[src/rtl/ack_window_send_queue_assert.svh]
// assertion macros for the send queue
`ifndef ACK_WINDOW_SEND_QUEUE_ASSERT_SVH
`define ACK_WINDOW_SEND_QUEUE_ASSERT_SVH

`ifndef ASSERT_OFF
`define AWSQ_ASSERT(lbl, prop) \
  lbl: assert property (@(posedge clk_i) disable iff (!rst_ni) prop) \
    else $error("send queue check failed");
`define AWSQ_ASSERT_ALWAYS(lbl, prop) \
  lbl: assert property (@(posedge clk_i) prop) \
    else $error("send queue check failed");
`else
`define AWSQ_ASSERT(lbl, prop)
`define AWSQ_ASSERT_ALWAYS(lbl, prop)
`endif

`endif

[src/rtl/acwsq_pkg.sv]
package acwsq_pkg;

  typedef enum logic [1:0] {
    ACT_PUSH_BACK  = 2'd0,
    ACT_PUSH_FRONT = 2'd1,
    ACT_POP        = 2'd2,
    ACT_ACK        = 2'd3
  } action_e;

  typedef enum logic [2:0] {
    ST_OK          = 3'd0,
    ST_FULL        = 3'd1,
    ST_EMPTY       = 3'd2,
    ST_NO_SEND     = 3'd3,
    ST_UNMATCHED   = 3'd4,
    ST_UNKNOWN_ACK = 3'd5
  } status_e;

  localparam logic [1:0] KIND_PLAIN   = 2'd0;
  localparam logic [1:0] KIND_INTERIM = 2'd1;
  localparam logic [1:0] KIND_FINAL   = 2'd2;
  localparam logic [1:0] KIND_BAD     = 2'd3;

  typedef enum logic [3:0] {
    S_IDLE,
    S_DISPATCH,
    S_POP_CHK,
    S_SCAN_RD,
    S_SCAN_CHK,
    S_MOVE_RD,
    S_MOVE_WR,
    S_ACK_RD,
    S_ACK_CHK,
    S_FINISH
  } state_e;

  // commands from controller to datapath
  typedef struct packed {
    logic    cap;
    logic    push;
    logic    q_rd;
    logic    q_rd_nxt;
    logic    q_mv_wr;
    logic    inc_idx;
    logic    deliver;
    logic    deliver_win;
    logic    pop_head;
    logic    dec_fill;
    logic    set_status;
    status_e status;
    logic    w_rd;
    logic    ack_hit;
    logic    finish;
  } cmd_t;

  // status from datapath to controller
  typedef struct packed {
    action_e act;
    logic    q_full;
    logic    q_empty;
    logic    ackable;
    logic    w_full;
    logic    scan_last;
    logic    move_last;
    logic    w_none;
    logic    w_last;
    logic    tid_match;
    logic    kin_unknown;
    logic    kind_hit;
    logic    out_free;
  } sts_t;

endpackage

[src/rtl/acwsq_ram.sv]
module acwsq_ram #(
  parameter int WIDTH = 8,
  parameter int DEPTH = 16
) (
  input  logic                                 clk_i,
  input  logic                                 we_i,
  input  logic [(DEPTH > 1 ? $clog2(DEPTH) : 1)-1:0] waddr_i,
  input  logic [WIDTH-1:0]                     wdata_i,
  input  logic                                 re_i,
  input  logic [(DEPTH > 1 ? $clog2(DEPTH) : 1)-1:0] raddr_i,
  output logic [WIDTH-1:0]                     rdata_o
);

  logic [WIDTH-1:0] mem_q [DEPTH];
  logic [WIDTH-1:0] rdata_q;

  // one write port, one registered read port
  always_ff @(posedge clk_i) begin
    if (we_i) begin
      mem_q[waddr_i] <= wdata_i;
    end
    if (re_i) begin
      rdata_q <= mem_q[raddr_i];
    end
  end

  assign rdata_o = rdata_q;

endmodule

[src/rtl/acwsq_ctrl.sv]
module acwsq_ctrl (
  input  logic            clk_i,
  input  logic            rst_ni,
  input  logic            in_valid_i,
  output logic            in_stall_o,
  input  acwsq_pkg::sts_t sts_i,
  output acwsq_pkg::cmd_t cmd_o
);

  acwsq_pkg::state_e state_q, state_d;

  // state register
  always_ff @(posedge clk_i or negedge rst_ni) begin
    if (!rst_ni) begin
      state_q <= acwsq_pkg::S_IDLE;
    end else begin
      state_q <= state_d;
    end
  end

  // next state and commands
  always_comb begin
    state_d    = state_q;
    cmd_o      = '0;
    cmd_o.status = acwsq_pkg::ST_OK;
    in_stall_o = 1'b1;
    unique case (state_q)
      acwsq_pkg::S_IDLE: begin
        in_stall_o = 1'b0;
        if (in_valid_i) begin
          cmd_o.cap = 1'b1;
          state_d   = acwsq_pkg::S_DISPATCH;
        end
      end
      acwsq_pkg::S_DISPATCH: begin
        unique case (sts_i.act)
          acwsq_pkg::ACT_PUSH_BACK, acwsq_pkg::ACT_PUSH_FRONT: begin
            if (sts_i.q_full) begin
              cmd_o.set_status = 1'b1;
              cmd_o.status     = acwsq_pkg::ST_FULL;
            end else begin
              cmd_o.push = 1'b1;
            end
            state_d = acwsq_pkg::S_FINISH;
          end
          acwsq_pkg::ACT_POP: begin
            if (sts_i.q_empty) begin
              cmd_o.set_status = 1'b1;
              cmd_o.status     = acwsq_pkg::ST_EMPTY;
              state_d          = acwsq_pkg::S_FINISH;
            end else begin
              cmd_o.q_rd = 1'b1;
              state_d    = acwsq_pkg::S_POP_CHK;
            end
          end
          acwsq_pkg::ACT_ACK: begin
            cmd_o.set_status = 1'b1;
            cmd_o.status     = acwsq_pkg::ST_UNMATCHED;
            if (sts_i.w_none) begin
              state_d = acwsq_pkg::S_FINISH;
            end else begin
              cmd_o.w_rd = 1'b1;
              state_d    = acwsq_pkg::S_ACK_CHK;
            end
          end
          default: state_d = acwsq_pkg::S_FINISH;
        endcase
      end
      // head item is in the read register
      acwsq_pkg::S_POP_CHK: begin
        if (!sts_i.ackable) begin
          cmd_o.deliver  = 1'b1;
          cmd_o.pop_head = 1'b1;
          state_d        = acwsq_pkg::S_FINISH;
        end else if (!sts_i.w_full) begin
          cmd_o.deliver     = 1'b1;
          cmd_o.deliver_win = 1'b1;
          cmd_o.pop_head    = 1'b1;
          state_d           = acwsq_pkg::S_FINISH;
        end else begin
          state_d = acwsq_pkg::S_SCAN_CHK;
        end
      end
      acwsq_pkg::S_SCAN_RD: begin
        cmd_o.q_rd = 1'b1;
        state_d    = acwsq_pkg::S_SCAN_CHK;
      end
      // look for the first plain item
      acwsq_pkg::S_SCAN_CHK: begin
        if (!sts_i.ackable) begin
          cmd_o.deliver = 1'b1;
          if (sts_i.scan_last) begin
            cmd_o.dec_fill = 1'b1;
            state_d        = acwsq_pkg::S_FINISH;
          end else begin
            state_d = acwsq_pkg::S_MOVE_RD;
          end
        end else begin
          cmd_o.inc_idx = 1'b1;
          if (sts_i.scan_last) begin
            cmd_o.set_status = 1'b1;
            cmd_o.status     = acwsq_pkg::ST_NO_SEND;
            state_d          = acwsq_pkg::S_FINISH;
          end else begin
            state_d = acwsq_pkg::S_SCAN_RD;
          end
        end
      end
      // close up the queue one item at a time: read it, then write it one slot nearer the head
      acwsq_pkg::S_MOVE_RD: begin
        cmd_o.q_rd_nxt = 1'b1;
        state_d        = acwsq_pkg::S_MOVE_WR;
      end
      acwsq_pkg::S_MOVE_WR: begin
        cmd_o.q_mv_wr = 1'b1;
        cmd_o.inc_idx = 1'b1;
        if (sts_i.move_last) begin
          cmd_o.dec_fill = 1'b1;
          state_d        = acwsq_pkg::S_FINISH;
        end else begin
          state_d = acwsq_pkg::S_MOVE_RD;
        end
      end
      acwsq_pkg::S_ACK_RD: begin
        cmd_o.w_rd = 1'b1;
        state_d    = acwsq_pkg::S_ACK_CHK;
      end
      // match ack against one window entry
      acwsq_pkg::S_ACK_CHK: begin
        if (sts_i.tid_match && sts_i.kin_unknown) begin
          cmd_o.set_status = 1'b1;
          cmd_o.status     = acwsq_pkg::ST_UNKNOWN_ACK;
          state_d          = acwsq_pkg::S_FINISH;
        end else if (sts_i.tid_match && sts_i.kind_hit) begin
          cmd_o.set_status = 1'b1;
          cmd_o.status     = acwsq_pkg::ST_OK;
          cmd_o.ack_hit    = 1'b1;
          state_d          = acwsq_pkg::S_FINISH;
        end else begin
          cmd_o.inc_idx = 1'b1;
          state_d = sts_i.w_last ? acwsq_pkg::S_FINISH : acwsq_pkg::S_ACK_RD;
        end
      end
      acwsq_pkg::S_FINISH: begin
        if (sts_i.out_free) begin
          cmd_o.finish = 1'b1;
          state_d      = acwsq_pkg::S_IDLE;
        end
      end
      default: state_d = acwsq_pkg::S_IDLE;
    endcase
  end

endmodule

[src/rtl/acwsq_dp.sv]
module acwsq_dp #(
  parameter int QUEUE_DEPTH   = 16,
  parameter int WINDOW_SIZE   = 8,
  parameter int TABLE_ID_BITS = 16
) (
  input  logic                             clk_i,
  input  logic                             rst_ni,
  input  acwsq_pkg::cmd_t                  cmd_i,
  output acwsq_pkg::sts_t                  sts_o,
  input  logic [1:0]                       action_i,
  input  logic [31:0]                      data_handle_i,
  input  logic [15:0]                      table_id_i,
  input  logic [1:0]                       kind_code_i,
  input  logic [7:0]                       priority_req_i,
  output logic                             out_valid_o,
  input  logic                             out_stall_i,
  output logic                             item_valid_o,
  output logic [31:0]                      out_data_handle_o,
  output logic [15:0]                      out_table_id_o,
  output logic [1:0]                       out_kind_o,
  output logic [7:0]                       out_priority_o,
  output logic                             awaits_ack_o,
  output logic [2:0]                       status_o,
  output logic                             window_cleared_o,
  output logic [$clog2(QUEUE_DEPTH+1)-1:0] queue_count_o
);

  localparam int TIDW = (TABLE_ID_BITS < 16) ? TABLE_ID_BITS : 16;
  localparam int QAW  = $clog2(QUEUE_DEPTH);
  localparam int QCW  = $clog2(QUEUE_DEPTH + 1);
  localparam int WAW  = (WINDOW_SIZE > 1) ? $clog2(WINDOW_SIZE) : 1;
  localparam int WCW  = $clog2(WINDOW_SIZE + 1);
  localparam int IW   = (QCW > WCW) ? QCW : WCW;
  localparam int QW   = 32 + TIDW + 2 + 8;
  localparam int WW   = TIDW + 2;

  // captured request
  acwsq_pkg::action_e act_q;
  logic [31:0]        data_q;
  logic [TIDW-1:0]    tid_q;
  logic [1:0]         kin_q;
  logic [7:0]         prio_q;

  // queue and window bookkeeping
  logic [QAW-1:0]         head_q;
  logic [QCW-1:0]         qfill_q;
  logic [WCW-1:0]         wfill_q;
  logic [WCW-1:0]         atot_q;
  logic [WINDOW_SIZE-1:0] acked_q;
  logic [IW-1:0]          idx_q;

  // result being built
  logic          rvalid_q, rawait_q, rclr_q;
  logic [31:0]   rdata_q;
  logic [TIDW-1:0] rtid_q;
  logic [1:0]    rkind_q;
  logic [7:0]    rprio_q;
  acwsq_pkg::status_e rstat_q;

  // output register
  logic          ovalid_q, oitem_q, oawait_q, oclr_q;
  logic [31:0]   odata_q;
  logic [TIDW-1:0] otid_q;
  logic [1:0]    okind_q;
  logic [7:0]    oprio_q;
  logic [2:0]    ostat_q;
  logic [QCW-1:0] ocount_q;

  // memory ports
  logic [QW-1:0]  q_rdata, q_wdata;
  logic [QAW-1:0] q_raddr, q_waddr, head_dec, head_inc;
  logic           q_we;
  logic [WW-1:0]  w_rdata;
  logic [TIDW-1:0] h_tid, w_tid;
  logic [1:0]     h_kind, w_kind;
  logic [1:0]     push_kind;
  logic [IW:0]    off_rd, off_wr, sum_rd, sum_wr;
  logic [IW:0]    idx_ext, qfill_ext;
  logic           clear_win;

  assign idx_ext   = {1'b0, idx_q};
  assign qfill_ext = (IW + 1)'(qfill_q);

  // ring slot from head and offset
  assign off_rd = cmd_i.q_rd_nxt ? idx_ext + (IW + 1)'(1) : idx_ext;
  assign off_wr = cmd_i.push ? qfill_ext : idx_ext;
  assign sum_rd = (IW + 1)'(head_q) + off_rd;
  assign sum_wr = (IW + 1)'(head_q) + off_wr;
  assign q_raddr = (sum_rd >= (IW + 1)'(QUEUE_DEPTH)) ?
                   QAW'(sum_rd - (IW + 1)'(QUEUE_DEPTH)) : QAW'(sum_rd);
  assign head_dec = (head_q == '0) ? QAW'(QUEUE_DEPTH - 1) : head_q - QAW'(1);
  assign head_inc = (head_q == QAW'(QUEUE_DEPTH - 1)) ? '0 : head_q + QAW'(1);

  // queue write: push back, push front or close-up move
  assign push_kind = (kin_q == acwsq_pkg::KIND_BAD) ? acwsq_pkg::KIND_PLAIN : kin_q;
  always_comb begin
    q_waddr = (sum_wr >= (IW + 1)'(QUEUE_DEPTH)) ?
              QAW'(sum_wr - (IW + 1)'(QUEUE_DEPTH)) : QAW'(sum_wr);
    q_wdata = q_rdata;
    if (cmd_i.push) begin
      q_wdata = {data_q, tid_q, push_kind, prio_q};
      if (act_q == acwsq_pkg::ACT_PUSH_FRONT) begin
        q_waddr = head_dec;
      end
    end
  end
  assign q_we = cmd_i.push | cmd_i.q_mv_wr;

  acwsq_ram #(.WIDTH(QW), .DEPTH(QUEUE_DEPTH)) u_queue_ram (
    .clk_i   (clk_i),
    .we_i    (q_we),
    .waddr_i (q_waddr),
    .wdata_i (q_wdata),
    .re_i    (cmd_i.q_rd | cmd_i.q_rd_nxt),
    .raddr_i (q_raddr),
    .rdata_o (q_rdata)
  );

  assign h_tid  = q_rdata[TIDW+9:10];
  assign h_kind = q_rdata[9:8];

  acwsq_ram #(.WIDTH(WW), .DEPTH(WINDOW_SIZE)) u_window_ram (
    .clk_i   (clk_i),
    .we_i    (cmd_i.deliver_win),
    .waddr_i (wfill_q[WAW-1:0]),
    .wdata_i ({h_tid, h_kind}),
    .re_i    (cmd_i.w_rd),
    .raddr_i (idx_q[WAW-1:0]),
    .rdata_o (w_rdata)
  );

  assign w_tid  = w_rdata[WW-1:2];
  assign w_kind = w_rdata[1:0];

  assign clear_win = ({1'b0, atot_q} + (WCW + 1)'(1)) >= (WCW + 1)'(WINDOW_SIZE);

  // status to controller
  always_comb begin
    sts_o.act       = act_q;
    sts_o.q_full    = qfill_q >= QCW'(QUEUE_DEPTH);
    sts_o.q_empty   = qfill_q == '0;
    sts_o.ackable   = (h_kind == acwsq_pkg::KIND_INTERIM) ||
                      (h_kind == acwsq_pkg::KIND_FINAL);
    sts_o.w_full    = wfill_q >= WCW'(WINDOW_SIZE);
    sts_o.scan_last = (idx_ext + (IW + 1)'(1)) >= qfill_ext;
    sts_o.move_last = (idx_ext + (IW + 1)'(2)) >= qfill_ext;
    sts_o.w_none    = wfill_q == '0;
    sts_o.w_last    = (idx_ext + (IW + 1)'(1)) >= (IW + 1)'(wfill_q);
    sts_o.tid_match = w_tid == tid_q;
    sts_o.kin_unknown = kin_q[1];
    sts_o.kind_hit  = (w_kind == kin_q + 2'd1) && !acked_q[idx_q[WAW-1:0]];
    sts_o.out_free  = !ovalid_q || !out_stall_i;
  end

  // request capture
  always_ff @(posedge clk_i) begin
    if (cmd_i.cap) begin
      act_q  <= acwsq_pkg::action_e'(action_i);
      data_q <= data_handle_i;
      tid_q  <= table_id_i[TIDW-1:0];
      kin_q  <= kind_code_i;
      prio_q <= priority_req_i;
    end
  end

  // queue and window counters
  always_ff @(posedge clk_i or negedge rst_ni) begin
    if (!rst_ni) begin
      head_q  <= '0;
      qfill_q <= '0;
      wfill_q <= '0;
      atot_q  <= '0;
      acked_q <= '0;
      idx_q   <= '0;
    end else begin
      if (cmd_i.cap) begin
        idx_q <= '0;
      end else if (cmd_i.inc_idx) begin
        idx_q <= idx_q + IW'(1);
      end
      if (cmd_i.push) begin
        qfill_q <= qfill_q + QCW'(1);
        if (act_q == acwsq_pkg::ACT_PUSH_FRONT) begin
          head_q <= head_dec;
        end
      end else if (cmd_i.pop_head) begin
        qfill_q <= qfill_q - QCW'(1);
        head_q  <= head_inc;
      end else if (cmd_i.dec_fill) begin
        qfill_q <= qfill_q - QCW'(1);
      end
      if (cmd_i.deliver_win) begin
        wfill_q <= wfill_q + WCW'(1);
        acked_q[wfill_q[WAW-1:0]] <= 1'b0;
      end else if (cmd_i.ack_hit) begin
        if (clear_win) begin
          wfill_q <= '0;
          atot_q  <= '0;
          acked_q <= '0;
        end else begin
          atot_q <= atot_q + WCW'(1);
          acked_q[idx_q[WAW-1:0]] <= 1'b1;
        end
      end
    end
  end

  // result build-up
  always_ff @(posedge clk_i or negedge rst_ni) begin
    if (!rst_ni) begin
      rvalid_q <= 1'b0;
      rawait_q <= 1'b0;
      rclr_q   <= 1'b0;
      rstat_q  <= acwsq_pkg::ST_OK;
    end else begin
      if (cmd_i.cap) begin
        rvalid_q <= 1'b0;
        rawait_q <= 1'b0;
        rclr_q   <= 1'b0;
        rstat_q  <= acwsq_pkg::ST_OK;
      end
      if (cmd_i.set_status) begin
        rstat_q <= cmd_i.status;
      end
      if (cmd_i.deliver) begin
        rvalid_q <= 1'b1;
      end
      if (cmd_i.deliver_win) begin
        rawait_q <= 1'b1;
      end
      if (cmd_i.ack_hit && clear_win) begin
        rclr_q <= 1'b1;
      end
    end
  end

  always_ff @(posedge clk_i) begin
    if (cmd_i.deliver) begin
      rdata_q <= q_rdata[QW-1 -: 32];
      rtid_q  <= h_tid;
      rkind_q <= h_kind;
      rprio_q <= q_rdata[7:0];
    end
  end

  // output register
  always_ff @(posedge clk_i or negedge rst_ni) begin
    if (!rst_ni) begin
      ovalid_q <= 1'b0;
    end else if (cmd_i.finish) begin
      ovalid_q <= 1'b1;
    end else if (!out_stall_i) begin
      ovalid_q <= 1'b0;
    end
  end

  always_ff @(posedge clk_i) begin
    if (cmd_i.finish) begin
      oitem_q  <= rvalid_q;
      odata_q  <= rvalid_q ? rdata_q : '0;
      otid_q   <= rvalid_q ? rtid_q : '0;
      okind_q  <= rvalid_q ? rkind_q : '0;
      oprio_q  <= rvalid_q ? rprio_q : '0;
      oawait_q <= rawait_q;
      ostat_q  <= rstat_q;
      oclr_q   <= rclr_q;
      ocount_q <= qfill_q;
    end
  end

  assign out_valid_o       = ovalid_q;
  assign item_valid_o      = oitem_q;
  assign out_data_handle_o = odata_q;
  assign out_table_id_o    = 16'(otid_q);
  assign out_kind_o        = okind_q;
  assign out_priority_o    = oprio_q;
  assign awaits_ack_o      = oawait_q;
  assign status_o          = ostat_q;
  assign window_cleared_o  = oclr_q;
  assign queue_count_o     = ocount_q;

endmodule

[src/rtl/ack_window_send_queue.sv]
// channel  direction  handshake                 payload
// in       input      in_valid_i / in_stall_o   action, data_handle, table_id, kind_code,
//                                               priority_req
// out      output     out_valid_o / out_stall_i item_valid .. queue_count
//
// push: capture, dispatch, finish; pop of head: read, check, finish; pop with full window
// scans the queue item by item and closes it up by moving each later item one slot nearer
// the head; ack: straight to finish with an empty window, else entries are checked in turn.
// The registered read of the queue memory sets the scan and move pace.
// Reset clears all counters and ack bits; no clearing pass. An out stall holds the
// result; the next item may start but waits before finishing until there is room.
`include "ack_window_send_queue_assert.svh"

module ack_window_send_queue #(
  parameter int QUEUE_DEPTH   = 16,
  parameter int WINDOW_SIZE   = 8,
  parameter int TABLE_ID_BITS = 16
) (
  input  logic                             clk_i,
  input  logic                             rst_ni,
  input  logic                             in_valid_i,
  output logic                             in_stall_o,
  input  logic [1:0]                       action_i,
  input  logic [31:0]                      data_handle_i,
  input  logic [15:0]                      table_id_i,
  input  logic [1:0]                       kind_code_i,
  input  logic [7:0]                       priority_req_i,
  output logic                             out_valid_o,
  input  logic                             out_stall_i,
  output logic                             item_valid_o,
  output logic [31:0]                      out_data_handle_o,
  output logic [15:0]                      out_table_id_o,
  output logic [1:0]                       out_kind_o,
  output logic [7:0]                       out_priority_o,
  output logic                             awaits_ack_o,
  output logic [2:0]                       status_o,
  output logic                             window_cleared_o,
  output logic [$clog2(QUEUE_DEPTH+1)-1:0] queue_count_o
);

  acwsq_pkg::cmd_t cmd;
  acwsq_pkg::sts_t sts;

  acwsq_ctrl u_ctrl (
    .clk_i      (clk_i),
    .rst_ni     (rst_ni),
    .in_valid_i (in_valid_i),
    .in_stall_o (in_stall_o),
    .sts_i      (sts),
    .cmd_o      (cmd)
  );

  acwsq_dp #(
    .QUEUE_DEPTH   (QUEUE_DEPTH),
    .WINDOW_SIZE   (WINDOW_SIZE),
    .TABLE_ID_BITS (TABLE_ID_BITS)
  ) u_dp (
    .clk_i             (clk_i),
    .rst_ni            (rst_ni),
    .cmd_i             (cmd),
    .sts_o             (sts),
    .action_i          (action_i),
    .data_handle_i     (data_handle_i),
    .table_id_i        (table_id_i),
    .kind_code_i       (kind_code_i),
    .priority_req_i    (priority_req_i),
    .out_valid_o       (out_valid_o),
    .out_stall_i       (out_stall_i),
    .item_valid_o      (item_valid_o),
    .out_data_handle_o (out_data_handle_o),
    .out_table_id_o    (out_table_id_o),
    .out_kind_o        (out_kind_o),
    .out_priority_o    (out_priority_o),
    .awaits_ack_o      (awaits_ack_o),
    .status_o          (status_o),
    .window_cleared_o  (window_cleared_o),
    .queue_count_o     (queue_count_o)
  );

  // checks
  `AWSQ_ASSERT(busy_after_accept, (in_valid_i && !in_stall_o) |=> in_stall_o)
  `AWSQ_ASSERT(item_means_ok, (out_valid_o && item_valid_o) |-> (status_o == acwsq_pkg::ST_OK))
  `AWSQ_ASSERT(await_needs_item, (out_valid_o && awaits_ack_o) |-> item_valid_o)
  `AWSQ_ASSERT(count_bounded, out_valid_o |-> (queue_count_o <= QUEUE_DEPTH))

endmodule

[config.mk]
export PLATFORM = sky130hd
export DESIGN_NAME = ack_window_send_queue
export DESIGN_NICKNAME = d
export VERILOG_FILES = /design/src/rtl/acwsq_pkg.sv /design/src/rtl/acwsq_ram.sv /design/src/rtl/acwsq_ctrl.sv /design/src/rtl/acwsq_dp.sv /design/src/rtl/ack_window_send_queue.sv
export VERILOG_INCLUDE_DIRS = /design/src /design/src/rtl
export SDC_FILE = /design/constraint.sdc
export NUM_CORES = 1
export LEC_CHECK = 0
export BUFFER_PORTS_ARGS = -buffer_cell sky130_fd_sc_hd__buf_2
export CAP_MARGIN = 40
export CORE_MARGIN = 2
export CORE_UTILIZATION = 40
export CTS_BUF_LIST = sky130_fd_sc_hd__clkbuf_4 sky130_fd_sc_hd__clkbuf_8
export DETAILED_ROUTE_END_ITERATION = 8
export GPL_ROUTABILITY_DRIVEN = 0
export PLACE_DENSITY = 0.62
export SLEW_MARGIN = 15
export SYNTH_ARGS = -nofsm -noshare
export SYNTH_HDL_FRONTEND = slang
export SYNTH_HIERARCHICAL = 1
export SYNTH_SLANG_ARGS = --single-unit
export TNS_END_PERCENT = 30
[constraint.sdc]
create_clock -name clk_i -period 13.7 [get_ports clk_i]
set_clock_uncertainty 0.15 [all_clocks]
set_input_delay 1.37 -clock clk_i [delete_from_list [all_inputs] [get_ports clk_i]]
set_output_delay 1.37 -clock clk_i [all_outputs]
set_load 0.01 [all_outputs]
==> metrics.yaml <==
clock_network:
  postCtsHoldBufs: 0
  cts_buffer_depth: 3
  cts_tree: "done"
  cts_resized: 0
  cts_max_level: 4
  cts_buffers: 215
  cts_sinks: 1376
  clk_pin_slew_ns: 0.06
  clock-root-buffer: "clkbuf_8"
  post-cts-setup-buffer-count: 0
  insertion_delay_ns: 0.88
sta:
  relSlewSlack: 0.308
  setup_violations: 0
  finalHoldViolCount: 0
  tightest_slew_ns: 1.04
  fin_crit_ns: 6.41
  post-route-period-util: 0.468
  max_freq_mhz: 156
  rsz0062_at_grt: "no"
  tns_ns: 0
  finalMaxSlewViolations: 0
grt:
  grt_max_degree: 110
  grt_remaining_overflow: 0
  grt_pass1_vias: 26544
  grt_usage: 0.165
  grt_pass1_wl_um: 167000
  antenna_found_initial: 5
detailed_routing:
  routed_wl_um: 112000
  viasPerCell: 5.30
  ant_nets: 0
  vias: 24969
  first_pass_iters: 5
  wl_per_cell_um: 23.8
  post-route-drc-count: 0
  drt_iter0_drc: 2048
yosys:
  ys_warn_count: 6
  synth-seq-cells: 1376
  synth_area_leader_cell: "edfxtp_1"
  synth_top_cell_area_share: 0.757
  synth_area_leaders: "edfxtp_1, mux4_2, dfrtp_1, mux4_1, a22oi_1"
  synthArstFlopShare: 0.0298
  yosysSeqAreaShare: 0.776
  avgSynthCellArea_um2: 21.4
  syn_inst: 2473
  synth_cell_types: 67
  netlist_area_mm2: 0.0530
  synth_edf_count: 1335
  syn_nets: 2577
  synth-main-ff-cell: "edfxtp_1"
cells_and_area:
  syn_to_final_growth_pct: 14.6
  final_cell_mix: "edfxtp_1, mux4_2, clkbuf_8"
  drive_above_1_share: 0.304
  fin_cells: 4712
  mostFrequentLayoutCell: "edfxtp_1"
  fillers: 10931
  fin_nets: 2879
  final_core_util: 0.462
  multi_input_area_mm2: 0.0113
  regArea_mm2: 0.0411
worst_setup_path:
  path_max_fanout: 49
  worstSetupPathType: "reg -> reg"
  cp.arrival_ns: 6.74
  reg2reg_depth: 16
  start_kind: "flip-flop"
  crit_required_ns: 14.03
  end_kind: "flip-flop"
worst_hold_path:
  worstHoldPathType: "in -> async"
pwr:
  ir_worst_vdd_v: 0.000376
  p_leak_nw: 19.8
  powerDensity_mw_per_mm2: 250
floorplanning:
  rows: 133
  die_h_um: 368
  initial_utilization: 0.403
  ioPinCount: 135
  coreArea_mm2: 0.131
  die_x_um: 368
  die_area_mm2: 0.135
placement:
  hpwl_um: 64500
  dp_cells: 4311
  portBuffers: 134
status:
  status: "finished clean"
flow_run:
  maxCapViolCount: 0
## metal layers
| metal | wire length [µm] | up-vias | global-route usage |
|---|---|---|---|
| li1 | - | 10881 | - |
| met1 | 48300 | 13166 | 0.222 |
| met2 | 55600 | 760 | 0.276 |
| met3 | 5750 | 162 | 0.0265 |
| met4 | 2340 | 0 | 0.0547 |
| met5 | 0 | - | 0 |
## where the power goes
part | switching (mW) | leakage [nW] | internal (mW)
clock network | 1.59 | 2.29 | 1.86
logic | 3.18 | 4.89 | 2.40
registers | 0.285 | 12.6 | 5.84
## flip-flops by register name (all words and copies together), names as in the netlist, 3 cells and up
register,count
u_dp/out_table_id_o,16
u_dp/tid_q,16
u_dp/rtid_q,16
u_dp/data_q,32
u_dp/idx_q,5
u_dp/out_priority_o,8
u_dp/rprio_q,8
u_dp/head_q,4
u_dp/u_window_ram/rdata_o,18
u_dp/u_window_ram/mem_q,144
u_ctrl/state_q,4
u_dp/wfill_q,4
u_dp/rstat_q,3
u_dp/u_queue_ram/mem_q,928
u_dp/qfill_q,5
u_dp/acked_q,8
u_dp/atot_q,4
u_dp/prio_q,8
u_dp/u_queue_ram/rdata_o,58
u_dp/rdata_q,32
u_dp/out_data_handle_o,32
u_dp/status_o,3
u_dp/queue_count_o,5
## synthesized netlist by cell type, types with 7 or more instances
library cell  count
xnor2_1          32
nand4_1           7
nor3_1           10
mux4_1           37
and2_1           60
edfxtp_1       1335
mux2_2           77
nand3_1          16
a22oi_1         117
dfrtp_1          41
buf_4            13
mux4_2          233
nand2_1         101
nor2_1           41
nand2b_1         13
buf_1            13
xor2_1           11
inv_1            26
ha_1             37
a21oi_1          26
clkbuf_1         47
a21o_1           13
buf_2            34
mux2i_1           7
buf_6            14
a41oi_1           7
o21ai_0          27
o211ai_1          7
## stage by stage
step	power (mW)	setup slack, ns	cell area (µm²)	hold slack, ns
6_report	15.2	7.29	60700	0.306
5_1_grt	16.0	6.84	60700	0.290
4_1_cts	15.3	7.31	60700	0.245
3_5_place_dp	11.8	7.31	56300	0.281
3_3_place_gp	11.5	7.47	55800	0.295
2_1_floorplan	10.1	5.93	53000	0.272
## cells by family (layout without fill, tap and decap cells)
group | count (synthesis) | after routing | share of synthesized area
flip-flops | 1376 | 1376 | 0.776
multiplexers | 354 | 354 | 0.135
AND/OR/NAND/NOR | 284 | 284 | 0.0274
AO/OA/AOI/OAI | 227 | 227 | 0.0303
buffers and inverters | 149 | 626 | 0.0143
XOR/XNOR | 43 | 43 | 0.00711
adder cells (fa/ha/maj) | 40 | 40 | 0.00987
other | 0 | 7 | 0
## cell type report
class	count	share of cell area
sequential	1376	0.677
multi-input combinational	948	0.186
clock buffer	285	0.0575
tap	1755	0.0361
timing repair buffer	208	0.0275
clock inverter	107	0.0140
inverter	26	0.00173
antenna	7	0.000288
## path summary, 6_finish.rpt
check	start	end	slack, ns
setup / recovery	u_ctrl/state_q[0]	u_dp/u_queue_ram/mem_q[13][20]	7.29
hold / removal	rst_ni	u_dp/out_valid_o	0.31
setup reg to reg	u_ctrl/state_q[0]	u_dp/u_queue_ram/mem_q[13][20]	7.29
hold reg to reg	u_dp/rclr_q	u_dp/window_cleared_o	0.31
max in group asynchronous	rst_ni	u_dp/idx_q[0]	12.57
min in group clk_i	u_dp/rclr_q	u_dp/window_cleared_o	0.31
## critical path, stage by stage (launching register included)
cell,delay [ns]
dfrtp_1,0.65
nand2b_1,0.27
nor3_2,0.33
nor3b_2,0.23
buf_4,0.43
buf_4,0.72
nand2_1,0.09
a21boi_0,0.21
inv_1,0.10
ha_1,0.22
a21o_1,0.18
a21oi_1,0.16
xnor2_1,0.08
o21ai_0,0.35
nand3_1,0.39
nor2_4,0.65
buf_4,0.74
No activity file was read; power rests on OpenSTA's default activity.
